===== config.mk =====
export PLATFORM = sky130hd
export DESIGN_NAME = led_matrix_text_scroll_framer
export DESIGN_NICKNAME = d
export VERILOG_FILES = /design/src/hw/rtl/lmtsf_pkg.sv /design/src/hw/rtl/lmtsf_ram.sv /design/src/hw/rtl/led_matrix_text_scroll_framer.sv
export SDC_FILE = /design/constraint.sdc
export NUM_CORES = 1
export LEC_CHECK = 0
export BUFFER_PORTS_ARGS = -buffer_cell sky130_fd_sc_hd__buf_2
export CELL_PAD_IN_SITES_DETAIL_PLACEMENT = 1
export CELL_PAD_IN_SITES_GLOBAL_PLACEMENT = 1
export CORE_MARGIN = 1
export CORE_UTILIZATION = 40
export DETAILED_ROUTE_END_ITERATION = 10
export PLACE_DENSITY = 0.73
export SLEW_MARGIN = 20
export SYNTH_ARGS = -nofsm -noshare
export SYNTH_HDL_FRONTEND = slang
export SYNTH_SLANG_ARGS = --single-unit

===== constraint.sdc =====
create_clock -name clk -period 6.88 [get_ports clk]
set_input_delay 0.344 -clock clk [delete_from_list [all_inputs] [get_ports clk]]
set_output_delay 0.344 -clock clk [all_outputs]
set_load 0.01 [all_outputs]

===== src/hw/rtl/lmtsf_pkg.sv =====
package lmtsf_pkg;

  localparam int MODULES    = 8;
  localparam int CHAR_SLOTS = 16;

  // module indices above 7 never show
  localparam int IDX_LIMIT = (MODULES < 8) ? MODULES : 8;

  localparam int SLOT_W  = (CHAR_SLOTS > 1) ? $clog2(CHAR_SLOTS) : 1;
  localparam int CNT_W   = $clog2(IDX_LIMIT + 1);
  localparam int GLYPH_W = 64;

  localparam logic OP_LOAD   = 1'b0;
  localparam logic OP_RENDER = 1'b1;

  localparam logic [1:0] CFG_FIRST_MODULE = 2'd0;
  localparam logic [1:0] CFG_TEXT_MODULES = 2'd1;

  typedef enum logic [2:0] {
    ST_IDLE,
    ST_LD_WR,
    ST_PRIME,
    ST_FETCH,
    ST_EMIT
  } state_t;

  // transposed glyph row: bit b is raw byte 7-b, bit src
  function automatic logic [7:0] glyph_pix(input logic [GLYPH_W-1:0] g,
                                           input logic [2:0] src);
    logic [7:0] p;
    p = '0;
    for (int b = 0; b < 8; b++) begin
      p[b] = g[8 * (7 - b) + int'(src)];
    end
    return p;
  endfunction

  // byte window across two neighboring characters
  function automatic logic [7:0] funnel_byte(input logic [7:0] left,
                                             input logic [7:0] right,
                                             input logic [2:0] sh);
    logic [15:0] w;
    w = {left, right} << sh;
    return w[15:8];
  endfunction

endpackage


===== src/hw/rtl/lmtsf_ram.sv =====
module lmtsf_ram #(
  parameter int WIDTH = 64,
  parameter int DEPTH = 16
) (
  input  logic                             clk,
  input  logic                             we,
  input  logic [$clog2(DEPTH > 1 ? DEPTH : 2)-1:0] waddr,
  input  logic [WIDTH-1:0]                 wdata,
  input  logic                             re,
  input  logic [$clog2(DEPTH > 1 ? DEPTH : 2)-1:0] raddr,
  output logic [WIDTH-1:0]                 rdata
);

  logic [WIDTH-1:0] mem [DEPTH];
  logic [WIDTH-1:0] rdata_r;

  always_ff @(posedge clk) begin
    if (we) begin
      mem[waddr] <= wdata;
    end
    if (re) begin
      rdata_r <= mem[raddr];
    end
  end

  assign rdata = rdata_r;

endmodule


===== src/hw/rtl/led_matrix_text_scroll_framer.sv =====
// channel  | ports                       | moves
// ---------+-----------------------------+-----------------------------------
// in       | in_tvalid/tready/tdata/tuser| load or render request
// out      | out_tvalid/tready/tdata/tlast| display commands of a render
// cfg      | cfg_valid/ready/index/data  | register write, always ready
//
// a load reads the glyph word, then merges the byte and writes it back
// a render runs row by row: prime, fetch, then n commands, n = commands per row
// (text_modules clipped to the modules that exist, nothing when n is 0); the
// glyph ram read port and the one funnel shifter set the pace, one command per
// cycle within a row while the output does not stall
// output stalls hold the sequencer; the last command may still wait in the
// output register when the next request is taken
// reset sets state, config and per-slot valid bits at once, no clearing pass
module led_matrix_text_scroll_framer (
  input  logic        clk,
  input  logic        rst_n,
  input  logic        in_tvalid,
  output logic        in_tready,
  // char_slot[3:0], font_row[6:4], font_byte[14:7], pix_shift[17:15],
  // vshift[22:18], zero[23]
  input  logic [23:0] in_tdata,
  // op[0]
  input  logic [0:0]  in_tuser,
  output logic        out_tvalid,
  input  logic        out_tready,
  // module_index[2:0], command_word[18:3], zero[23:19]
  output logic [23:0] out_tdata,
  output logic        out_tlast,
  input  logic        cfg_valid,
  output logic        cfg_ready,
  input  logic [1:0]  cfg_index,
  input  logic [3:0]  cfg_data
);
  import lmtsf_pkg::*;

  state_t state_r, state_nxt;

  logic [2:0] first_module_r;
  logic [3:0] text_modules_r;

  logic [2:0]       row_r, row_nxt;
  logic [CNT_W-1:0] m_r, m_nxt;
  logic [CNT_W-1:0] cnt_r, cnt_nxt;
  logic [2:0]       frac_r, frac_nxt;
  logic [4:0]       vshift_r, vshift_nxt;
  logic [7:0]       prev_r, prev_nxt;

  logic [SLOT_W-1:0] ld_slot_r, ld_slot_nxt;
  logic [2:0]        ld_row_r, ld_row_nxt;
  logic [7:0]        ld_byte_r, ld_byte_nxt;
  logic              ld_ok_r, ld_ok_nxt;

  logic [CHAR_SLOTS-1:0] valid_r;
  logic                  rd_ok_r, rd_ok_nxt;

  logic        out_valid_r, out_valid_nxt;
  logic [2:0]  out_idx_r, out_idx_nxt;
  logic [15:0] out_cmd_r, out_cmd_nxt;
  logic        out_last_r, out_last_nxt;

  logic               ram_we, ram_re;
  logic [SLOT_W-1:0]  ram_waddr, ram_raddr;
  logic [GLYPH_W-1:0] ram_wdata, ram_rdata;

  // input fields
  logic [3:0] in_slot;
  logic [2:0] in_frow;
  logic [7:0] in_fbyte;
  logic [2:0] in_frac;
  logic [4:0] in_vshift;

  assign in_slot   = in_tdata[3:0];
  assign in_frow   = in_tdata[6:4];
  assign in_fbyte  = in_tdata[14:7];
  assign in_frac   = in_tdata[17:15];
  assign in_vshift = in_tdata[22:18];

  logic [4:0]         avail;
  logic [CNT_W-1:0]   cnt_new;
  logic [CNT_W-1:0]   rd_slot;
  logic signed [5:0]  src;
  logic               src_ok;
  logic [GLYPH_W-1:0] glyph;
  logic [7:0]         cur_pix;
  logic [7:0]         cmd_byte;
  logic               out_free;
  logic [GLYPH_W-1:0] merged;
  logic               in_acc;

  assign in_acc = in_tvalid && in_tready;

  // commands per row, clipped to existing modules
  always_comb begin
    avail = (5'(first_module_r) < 5'(IDX_LIMIT)) ?
            5'(IDX_LIMIT) - 5'(first_module_r) : 5'd0;
    cnt_new = (5'(text_modules_r) < avail) ? CNT_W'(text_modules_r) : CNT_W'(avail);
  end

  assign src    = $signed({3'b000, row_r}) + $signed({vshift_r[4], vshift_r});
  assign src_ok = (src[5:3] == 3'b000);
  assign glyph  = rd_ok_r ? ram_rdata : '0;
  assign cur_pix  = src_ok ? glyph_pix(glyph, src[2:0]) : 8'h00;
  assign cmd_byte = funnel_byte(prev_r, cur_pix, frac_r);
  assign out_free = !out_valid_r || out_tready;

  always_comb begin
    merged = glyph;
    merged[8 * int'(ld_row_r) +: 8] = ld_byte_r;
  end

  always_comb begin
    state_nxt     = state_r;
    row_nxt       = row_r;
    m_nxt         = m_r;
    cnt_nxt       = cnt_r;
    frac_nxt      = frac_r;
    vshift_nxt    = vshift_r;
    prev_nxt      = prev_r;
    ld_slot_nxt   = ld_slot_r;
    ld_row_nxt    = ld_row_r;
    ld_byte_nxt   = ld_byte_r;
    ld_ok_nxt     = ld_ok_r;
    rd_ok_nxt     = rd_ok_r;
    out_valid_nxt = out_valid_r && !out_tready;
    out_idx_nxt   = out_idx_r;
    out_cmd_nxt   = out_cmd_r;
    out_last_nxt  = out_last_r;
    in_tready     = 1'b0;
    ram_we        = 1'b0;
    ram_waddr     = ld_slot_r;
    ram_wdata     = merged;
    ram_re        = 1'b0;
    rd_slot       = m_r;
    ram_raddr     = SLOT_W'(rd_slot);

    unique case (state_r)
      ST_IDLE: begin
        in_tready = 1'b1;
        if (in_acc) begin
          if (in_tuser[0] == OP_LOAD) begin
            ld_slot_nxt = SLOT_W'(in_slot);
            ld_row_nxt  = in_frow;
            ld_byte_nxt = in_fbyte;
            ld_ok_nxt   = (int'(in_slot) < CHAR_SLOTS);
            ram_re      = 1'b1;
            ram_raddr   = SLOT_W'(in_slot);
            rd_ok_nxt   = valid_r[SLOT_W'(in_slot)];
            state_nxt   = ST_LD_WR;
          end else begin
            frac_nxt   = in_frac;
            vshift_nxt = in_vshift;
            cnt_nxt    = cnt_new;
            row_nxt    = 3'd0;
            m_nxt      = '0;
            if (cnt_new != '0) begin
              state_nxt = ST_PRIME;
            end
          end
        end
      end
      ST_LD_WR: begin
        ram_we    = ld_ok_r;
        state_nxt = ST_IDLE;
      end
      ST_PRIME: begin
        rd_slot   = m_r;
        ram_re    = 1'b1;
        ram_raddr = SLOT_W'(rd_slot);
        rd_ok_nxt = (int'(rd_slot) < CHAR_SLOTS) && valid_r[SLOT_W'(rd_slot)];
        state_nxt = ST_FETCH;
      end
      ST_FETCH: begin
        prev_nxt  = cur_pix;
        rd_slot   = m_r + 1'b1;
        ram_re    = 1'b1;
        ram_raddr = SLOT_W'(rd_slot);
        rd_ok_nxt = (int'(rd_slot) < CHAR_SLOTS) && valid_r[SLOT_W'(rd_slot)];
        state_nxt = ST_EMIT;
      end
      ST_EMIT: begin
        if (out_free) begin
          out_valid_nxt = 1'b1;
          out_idx_nxt   = first_module_r + 3'(m_r);
          out_cmd_nxt   = {4'h0, 4'({1'b0, row_r} + 4'd1), cmd_byte};
          out_last_nxt  = (row_r == 3'd7) && (m_r == cnt_r - 1'b1);
          prev_nxt      = cur_pix;
          if (m_r == cnt_r - 1'b1) begin
            m_nxt = '0;
            if (row_r == 3'd7) begin
              state_nxt = ST_IDLE;
            end else begin
              row_nxt   = row_r + 3'd1;
              state_nxt = ST_PRIME;
            end
          end else begin
            m_nxt     = m_r + 1'b1;
            rd_slot   = m_r + CNT_W'(2);
            ram_re    = 1'b1;
            ram_raddr = SLOT_W'(rd_slot);
            rd_ok_nxt = (int'(rd_slot) < CHAR_SLOTS) && valid_r[SLOT_W'(rd_slot)];
          end
        end
      end
      default: state_nxt = ST_IDLE;
    endcase
  end

  always_ff @(posedge clk) begin
    if (!rst_n) begin
      state_r        <= ST_IDLE;
      out_valid_r    <= 1'b0;
      valid_r        <= '0;
      first_module_r <= 3'd0;
      text_modules_r <= 4'd8;
    end else begin
      state_r     <= state_nxt;
      out_valid_r <= out_valid_nxt;
      if (ram_we) begin
        valid_r[ld_slot_r] <= 1'b1;
      end
      if (cfg_valid && cfg_ready) begin
        unique case (cfg_index)
          CFG_FIRST_MODULE: first_module_r <= cfg_data[2:0];
          CFG_TEXT_MODULES: text_modules_r <= cfg_data;
          default: ;
        endcase
      end
    end
  end

  always_ff @(posedge clk) begin
    row_r      <= row_nxt;
    m_r        <= m_nxt;
    cnt_r      <= cnt_nxt;
    frac_r     <= frac_nxt;
    vshift_r   <= vshift_nxt;
    prev_r     <= prev_nxt;
    ld_slot_r  <= ld_slot_nxt;
    ld_row_r   <= ld_row_nxt;
    ld_byte_r  <= ld_byte_nxt;
    ld_ok_r    <= ld_ok_nxt;
    rd_ok_r    <= rd_ok_nxt;
    out_idx_r  <= out_idx_nxt;
    out_cmd_r  <= out_cmd_nxt;
    out_last_r <= out_last_nxt;
  end

  lmtsf_ram #(
    .WIDTH (GLYPH_W),
    .DEPTH (CHAR_SLOTS)
  ) u_glyph_ram (
    .clk   (clk),
    .we    (ram_we),
    .waddr (ram_waddr),
    .wdata (ram_wdata),
    .re    (ram_re),
    .raddr (ram_raddr),
    .rdata (ram_rdata)
  );

  assign cfg_ready  = 1'b1;
  assign out_tvalid = out_valid_r;
  assign out_tdata  = {5'b00000, out_cmd_r, out_idx_r};
  assign out_tlast  = out_last_r;

endmodule


==> impl_summary.log, run 1 <==
[metrics] final total power: 18.2 mW
[metrics] logic depth of the worst setup path including buffers: 9
[metrics] cell with the most instances on the worst path: o221ai_1
[metrics] slowest cell on the critical path: o21ba_4
[metrics] count of flip-flops with a built-in enable after synthesis: 1,147
[metrics] clock transition at the registers of the reported paths: 0.06 ns
[metrics] share of synthesized flip-flops with an asynchronous set or reset: 0%
[metrics] path type of the worst min-delay path: in2reg
[metrics] clock skew: 0.0259 ns
[metrics] fin worst setup slack: 2.27 ns
[metrics] pwr dens: 331 nW/um^2
[metrics] length of the first detailed-routing pass in iterations: 5
[metrics] area of the mapped netlist: 48,500 sq um
[metrics] post-route DRC violation count: 0
[metrics] Bufs and invs on worst path: 2
[metrics] Max FO, Critical Path: 45
[metrics] power share of the sequential group: 47.4%
[metrics] DP Worst Slack: 2.25 ns
[metrics] horizontal die dimension: 350 microns
[metrics] post-detail-place hpwl: 71,200 microns
[metrics] all-layer global routing usage: 22.1%
[metrics] CTS max path bufs: 3
[metrics] final wirelength: 137,000 microns
[metrics] cell row count: 127
[metrics] Internal Pwr Total: 13.1 mW
[metrics] antenna violations before repair: 1
[metrics] number of non-filler instances in the completed layout: 5,382
[metrics] Max-Slew Margin vs Limit: 19.8%
[metrics] overall overflow remaining after global route: 0
[metrics] violation count after the first detailed-route iteration: 2,923
[metrics] I/O Buffers: 52
[metrics] Synth Instances: 3,564
[metrics] Final Core Density: 45.8%
[metrics] Worst path top cell family by delay: compound AO/OA/AOI/OAI gates
[metrics] number of filler cells placed in the layout: 12,200
[metrics] Tmin final: 4.61 ns
[metrics] Antenna Nets Post-Route: 0
[metrics] layout-stage area growth over the synthesis result: 13.6%
[metrics] Worst setup SP type: flip-flop
[metrics] maximum number of pins on one net before global-route repair: 196
[metrics] final-stage net count: 3,730
[metrics] most instantiated flip-flop cell in the synthesis netlist: edfxtp_1
[metrics] clock tree sinks: 1,174
[metrics] root buf cell: clkbuf_16
[metrics] flop and latch count out of synthesis: 1,174
[metrics] effective utilization at floorplan: 40.4%
[metrics] maximum frequency from static timing analysis: 217 MHz
[metrics] status: finished, final reports clean
[metrics] sw power: 5.16 mW
[metrics] Critical Path, Cell by Cell: nor3b_2, nand2_1, clkinv_1, o211ai_1, o221ai_1, o21ba_4, buf_4, a32oi_1, o221ai_1
[metrics] transition time at the pin with the least slew margin: 1.20 ns
[metrics] clock tree from TritonCTS: done
[metrics] Clock Power Share: 34.6%
[metrics] clock latency reported for the late side of the worst-skew pair: 0.72 ns
[metrics] TritonCTS Buffers: 117
[metrics] Die Span Y: 350 microns
[metrics] most common cell after layout, fill and taps aside: edfxtp_1
[metrics] overall via count from detail_route: 30,600
[metrics] Maximum Capacitance Violations: 0
[metrics] boundary pin count: 64
[metrics] Tcrit/Tclk final: 67.1%
[metrics] net switching fraction of the power: 28.3%
[metrics] worst path arrival time: 5.11 ns
[metrics] combinational group share of total power: 18.0%
[metrics] Setup Crit Path Kind: reg2reg
[metrics] setup TNS: 0 ns
[metrics] Hold Path Stages: 4
[metrics] highest ir drop seen on vdd: 0.245 mV
[metrics] commonest cells after routing, fill and taps aside: edfxtp_1 (1,147), nand2_1 (635), nor2_1 (459)
[metrics] share of final-layout standard cells stronger than drive strength 1: 11.8%
[metrics] cell count after placement: 5,140
[metrics] via count of the first global-routing pass: 31,700
[metrics] type of element capturing the critical path: flip-flop
[metrics] hold-fix buffers at CTS: 30
[metrics] reg2reg path depth: 9
[metrics] DR vias/cell: 5.69
[metrics] average routed wire per standard cell: 25.4 microns
[metrics] H-tree lvl count: 3
[metrics] Syn Area/Cell: 13.6 sq um
[metrics] placer's final routability congestion estimate: 0.760
[metrics] count of warnings emitted by yosys: 0
[metrics] first-pass GRT wire length: 202,000 microns
[metrics] crit-path max cell delay: 0.95 ns
[metrics] total setup violations reported at the end of the flow: 0
[metrics] Final Hold Vio Count: 0
[metrics] Max Slew Vio Count: 0
[metrics] area enclosed by the die boundary: 123,000 sq um
[metrics] post-CTS setup buffer count: 0
[metrics] sequential cell area fraction in the yosys report: 72.1%
[metrics] placeable core region: 120,000 sq um
[metrics] number of distinct library cells after synthesis: 71
[metrics] count of instances resized after the clock tree is built: 0
[metrics] endpoint required time on the critical path: 7.38 ns
[metrics] total leakage power: 19.3 nW
[metrics] unrepaired setup endpoints after global routing: no
[worst paths after layout]
path,startpoint,to,slack (ns)
max,state_r[2],u_glyph_ram.rdata[28],2.27
max reg2reg,state_r[2],u_glyph_ram.rdata[28],2.27
min,cfg_index[1],first_module_r[0],0.07
min reg2reg,valid_r[6],valid_r[6],0.54
[state kept, by name (all words and copies together) (netlist names)]
name / count
ld_row_r: 3
first_module_r: 3
frac_r: 3
out_cmd_r: 12
u_glyph_ram.rdata: 64
rd_ok_r: 1
m_r: 4
out_idx_r: 3
cnt_r: 4
prev_r: 8
state_r: 3
text_modules_r: 4
ld_byte_r: 8
out_tlast: 1
u_glyph_ram.mem: 1024
out_tvalid: 1
row_r: 3
vshift_r: 5
valid_r: 16
ld_slot_r: 4
[cell type report]
class	instances	area [sq um]	area share (%)
flip-flops and latches	1174	35000	63.5
clock buffers	139	3030	5.50
diodes	1	2.50	0.00454
inverters	27	101	0.184
multi-input cells	2147	12500	22.7
repair buffers	210	1750	3.18
well taps	1612	2020	3.66
clock inverters	72	691	1.25
[power by group through the flow]
stage	clock network (mW)	logic, mW	registers (mW)
2_1_floorplan	0	2.15	8.70
3_3_place_gp	0	3.12	8.77
3_5_place_dp	0	3.25	8.77
4_1_cts	6.39	3.28	8.63
5_1_grt	6.63	3.55	8.65
6_report	6.31	3.29	8.64
[routing by layer]
| layer | routed length [microns] | vias to the layer above | GRT usage (%) |
|---|---|---|---|
| met1 | 57100 | 16000 | 29.6 |
| met5 | 0 | - | 0 |
| met2 | 66800 | 1107 | 37.4 |
| met3 | 9250 | 240 | 3.47 |
| li1 | - | 13300 | - |
| met4 | 3480 | 0 | 6.13 |
[worst reg2reg max path, cell delays in order (launching register included)]
cell and delay [ns]:
dfxtp_1 0.61, nor3b_2 0.50, nand2_1 0.31, clkinv_1 0.47
o211ai_1 0.18, o221ai_1 0.42, o21ba_4 0.95, buf_4 0.61
a32oi_1 0.24, o221ai_1 0.13
[cell families (layout without fill, tap and decap cells)]
family | Yosys count | count (layout) | share of synthesized area (%)
AOI/OAI and AO/OA | 386 | 386 | 5.26
xor gates and xnor gates | 13 | 13 | 0.294
adders and majority gates | 17 | 17 | 0.470
buffers and inverters | 251 | 448 | 2.57
DFF | 1174 | 1174 | 72.1
muxes | 253 | 253 | 6.24
other | 2 | 11 | 0.0155
and+or+nand+nor | 1468 | 1468 | 13.0
[stage by stage]
step	instance area [sq um]	hold WS [ns]
6_report	55100	0.0722
5_1_grt	55100	0.0823
4_1_cts	55100	0.0369
3_5_place_dp	51000	0.523
3_3_place_gp	51000	0.508
2_1_floorplan	48500	0.406
[cells in the mapped netlist, types with 27 or more instances]
library cell | instances | share of area [%]
edfxtp_1 | 1147 | 71
nand3b_1 | 62 | 0.96
o21ai_0 | 209 | 2.2
buf_2 | 80 | 0.83
clkbuf_1 | 96 | 0.74
nand2_1 | 636 | 4.9
o221ai_1 | 65 | 1.2
nor2_1 | 471 | 3.6
a32oi_1 | 66 | 1.2
nand3_1 | 229 | 2.4
mux4_2 | 38 | 1.8
dfxtp_1 | 27 | 1.1
mux2i_1 | 201 | 4.1
Note: power is estimated with default switching activity, not from simulation.
==> run 2: changes to the inputs <==
Settings changed: ABC_AREA set to 1, PLACE_DENSITY 0.73 to 0.76.
Clock period 6.88 ns to 4.8 ns, I/O delays scaled along.
==> run 2 against run 1 <==
  * Register-to-register slack got worse by 1.5 ns
  * Clock skew fell by 0.00096 ns
  * Clock power rose by 58%
  * Worst hold slack improved by 0.014 ns
  * Wire length rose by 23%
  * Global-route usage rose by 2.4 points
  * Sequential share of layout area fell by 5.7 points
  * Non-clock buffer count rose by 12
  * Highest routed layer unchanged
==> impl_summary.log, run 2 <==
[metrics] status: finished, final reports clean
[metrics] number of flip-flops under the largest register name: 1,024 (unchanged)
[metrics] TritonCTS Buffers: 131 (+12%)
[metrics] type of element capturing the critical path: flip-flop
[metrics] worst path arrival time: 4.44 ns (-0.67 ns)
[metrics] final antenna diode count: 0 (-1)
[metrics] Largest Register: u_glyph_ram.mem
[metrics] cell area after layout: 60,500 sq um (+9.8%)
[metrics] boundary pin count: 64 (unchanged)
[metrics] count of flip-flops with a built-in enable after synthesis: 1,147 (unchanged)
[metrics] number of filler cells placed in the layout: 14,700 (+21%)
[metrics] commonest cells after routing, fill and taps aside: nand2_1 (1,834), edfxtp_1 (1,147), nand3_1 (994)
[metrics] post-detail-place hpwl: 86,600 microns (+22%)
[metrics] transition time at the pin with the least slew margin: 1.31 ns (+0.103 ns)
[metrics] Worst setup SP type: flip-flop
[metrics] clock skew: 0.0250 ns (-0.000961 ns)
[metrics] clock latency reported for the late side of the worst-skew pair: 0.75 ns (+0.03 ns)
[metrics] reg2reg path depth: 7 (-2)
[metrics] maximum frequency from static timing analysis: 246 MHz (+13%)
[metrics] count of instances resized after the clock tree is built: 0 (unchanged)
[metrics] effective utilization at floorplan: 40.5% (+0.17 points)
[metrics] Syn Area/Cell: 9.91 sq um (-27%)
[metrics] average routed wire per standard cell: 23.1 microns (-9.1%)
[metrics] Antenna Nets Post-Route: 0 (unchanged)
[metrics] sequential cell area fraction in the yosys report: 65.3% (-6.8 points)
[metrics] slowest cell on the critical path: o22ai_1
[metrics] final-stage net count: 5,471 (+47%)
[metrics] Maximum Capacitance Violations: 0 (unchanged)
[metrics] share of final-layout standard cells stronger than drive strength 1: 7.49% (-4.3 points)
[metrics] cell row count: 133 (+4.7%)
[metrics] hold-fix buffers at CTS: 42 (+40%)
[metrics] unrepaired setup endpoints after global routing: no
[metrics] Max-Slew Margin vs Limit: 13.0% (-6.8 points)
[metrics] placer's final routability congestion estimate: 0.839 (+10%)
[metrics] count of warnings emitted by yosys: 0 (unchanged)
[metrics] Max FO, Critical Path: 20 (-56%)
[metrics] ranking of synthesized cells by instance count: nand2_1 (1,835), edfxtp_1 (1,147), nand3_1 (996), inv_1 (535), buf_2 (219)
[metrics] share of synthesized flip-flops with an asynchronous set or reset: 0% (unchanged)
[metrics] Final Hold Vio Count: 0 (unchanged)
[metrics] final wirelength: 168,000 microns (+23%)
[metrics] H-tree lvl count: 4 (+1)
[metrics] all-layer global routing usage: 24.5% (+2.4 points)
[metrics] Die Span Y: 368 microns (+5.1%)
[metrics] Tmin final: 4.07 ns (-0.545 ns)
[metrics] Critical Path, Cell by Cell: inv_1, ha_1, ha_1, buf_4, inv_1, nor2_1, o22ai_1
[metrics] Synth Instances: 5,403 (+52%)
[metrics] final total power: 46.7 mW (+160%)
[metrics] Hold Path Stages: 3 (-1)
[metrics] most frequent cell after synthesis: nand2_1
[metrics] total leakage power: 25.1 nW (+30%)
[metrics] area enclosed by the die boundary: 135,000 sq um (+10%)
[metrics] root buf cell: clkbuf_16
[metrics] number of distinct library cells after synthesis: 40 (-44%)
[metrics] first-pass GRT wire length: 252,000 microns (+25%)
[metrics] highest ir drop seen on vdd: 0.745 mV (+200%)
[metrics] placeable core region: 132,000 sq um (+10%)
[metrics] Tcrit/Tclk final: 84.7% (+18 points)
[metrics] horizontal die dimension: 368 microns (+5.1%)
[metrics] endpoint required time on the critical path: 5.17 ns (-2.21 ns)
[metrics] Min Hold Slack: 0.0860 ns (+0.0139 ns)
[metrics] Max Slew Vio Count: 0 (unchanged)
[metrics] post-route DRC violation count: 0 (unchanged)
[metrics] via count of the first global-routing pass: 42,300 (+33%)
[metrics] post-CTS setup buffer count: 0 (unchanged)
[metrics] path type of the worst min-delay path: in2reg
[metrics] area of the mapped netlist: 53,600 sq um (+10%)
[metrics] clock tree sinks: 1,174 (unchanged)
[metrics] most common cell after layout, fill and taps aside: nand2_1
[metrics] pwr dens: 772 nW/um^2 (+130%)
[metrics] flop and latch count out of synthesis: 1,174 (unchanged)
[metrics] layout-stage area growth over the synthesis result: 12.9%
[metrics] crit-path max cell delay: 0.97 ns (+0.02 ns)
[metrics] share of the synthesized area in the top cell type: 64.3% (-6.7 points)
[metrics] violation count after the first detailed-route iteration: 3,921 (+34%)
[metrics] length of the first detailed-routing pass in iterations: 6 (+1)
[metrics] setup TNS: 0 ns (unchanged)
[metrics] Setup Crit Path Kind: reg2reg
[metrics] clock transition at the registers of the reported paths: 0.06 ns (about the same)
[metrics] most instantiated flip-flop cell in the synthesis netlist: edfxtp_1
[metrics] DR vias/cell: 5.57 (-2.2%)
[metrics] CTS max path bufs: 3 (unchanged)
[metrics] overall via count from detail_route: 40,500 (+32%)
[metrics] cell area after placement: 55,800 sq um (+9.4%)
[metrics] total setup violations reported at the end of the flow: 0 (unchanged)
[metrics] overall overflow remaining after global route: 0 (unchanged)
[metrics] antenna violations before repair: 0 (-1)
[metrics] I/O Buffers: 52 (unchanged)
[metrics] maximum number of pins on one net before global-route repair: 190 (-3.1%)
[metrics] biggest area consumer among synthesized cells: edfxtp_1
[metrics] cell types with the largest area share after synthesis: edfxtp_1 (64%), nand2_1 (13%), nand3_1 (9.3%)
[metrics] clock tree from TritonCTS: done
## run 2: cell count changes after synthesis, moves of 66 or more
cell     change
a32oi_1     -66
buf_2      +139
inv_1      +509
mux2i_1    -197
nand2_1   +1199
nand3_1    +767
nor2_1     -308
o21ai_0    -102
## run 2: cell families after synthesis
logic type               Yosys count  synth area share (%)
AO/OA/AOI/OAI                    216                  2.23
XOR/XNOR                           8                 0.131
adder cells (fa/ha/maj)           17                 0.425
buffers and inverters            895                  7.20
flip-flops                      1174                  65.3
multiplexers                       4                0.0748
other                              2                0.0140
AND/OR/NAND/NOR                 3087                  24.6
## run 2: layout make-up
| type | count | area, sq um | area share, % |
|---|---|---|---|
| sequential | 1174 | 35000 | 57.8 |
| clock inverter | 71 | 698 | 1.15 |
| inverter | 547 | 2060 | 3.41 |
| timing repair buffer | 222 | 2050 | 3.40 |
| clock buffer | 156 | 3460 | 5.71 |
| tap | 1755 | 2200 | 3.63 |
| multi-input combinational | 3342 | 15000 | 24.9 |
## run 2: final timing paths
kind,slack [ns],start,to
min,0.09,in_tvalid,vshift_r[1]
max,0.73,ld_row_r[0],u_glyph_ram.mem[6][13]
max reg2reg,0.73,ld_row_r[0],u_glyph_ram.mem[6][13]
min reg2reg,0.47,valid_r[12],valid_r[12]
## run 2: where the power goes
| part | internal, mW | switching (mW) |
|---|---|---|
| logic | 6.18 | 16.3 |
| registers | 13.9 | 0.451 |
| clock network | 5.86 | 4.07 |
## run 2: critical path, delay by kind of cell (launching register included)
family	cells	cell delay, ns
and+or+nand+nor	1	0.40
AOI/OAI and AO/OA	1	0.97
DFF	1	0.60
buffers and inverters	3	1.13
adders and majority gates	2	0.58
## run 2: per-stage QoR
stage	cells	utilization, %	setup slack, ns
finish	7267	45.8	0.732
global route	7267	45.8	0.574
CTS	7265	45.7	0.821
detailed placement	6996	42.2	0.845
global placement	6996	42.2	1.08
floorplan	5411	-	0.666
## run 2: metal layers
layer | part of all wire, % | GRT usage [%] | up-vias
met2 | 49 | 41.7 | 1541
met4 | 3.5 | 9.69 | 0
met1 | 41 | 31.2 | 20500
met5 | 0 | 0 | -
met3 | 7.0 | 3.93 | 373
li1 | - | - | 18000
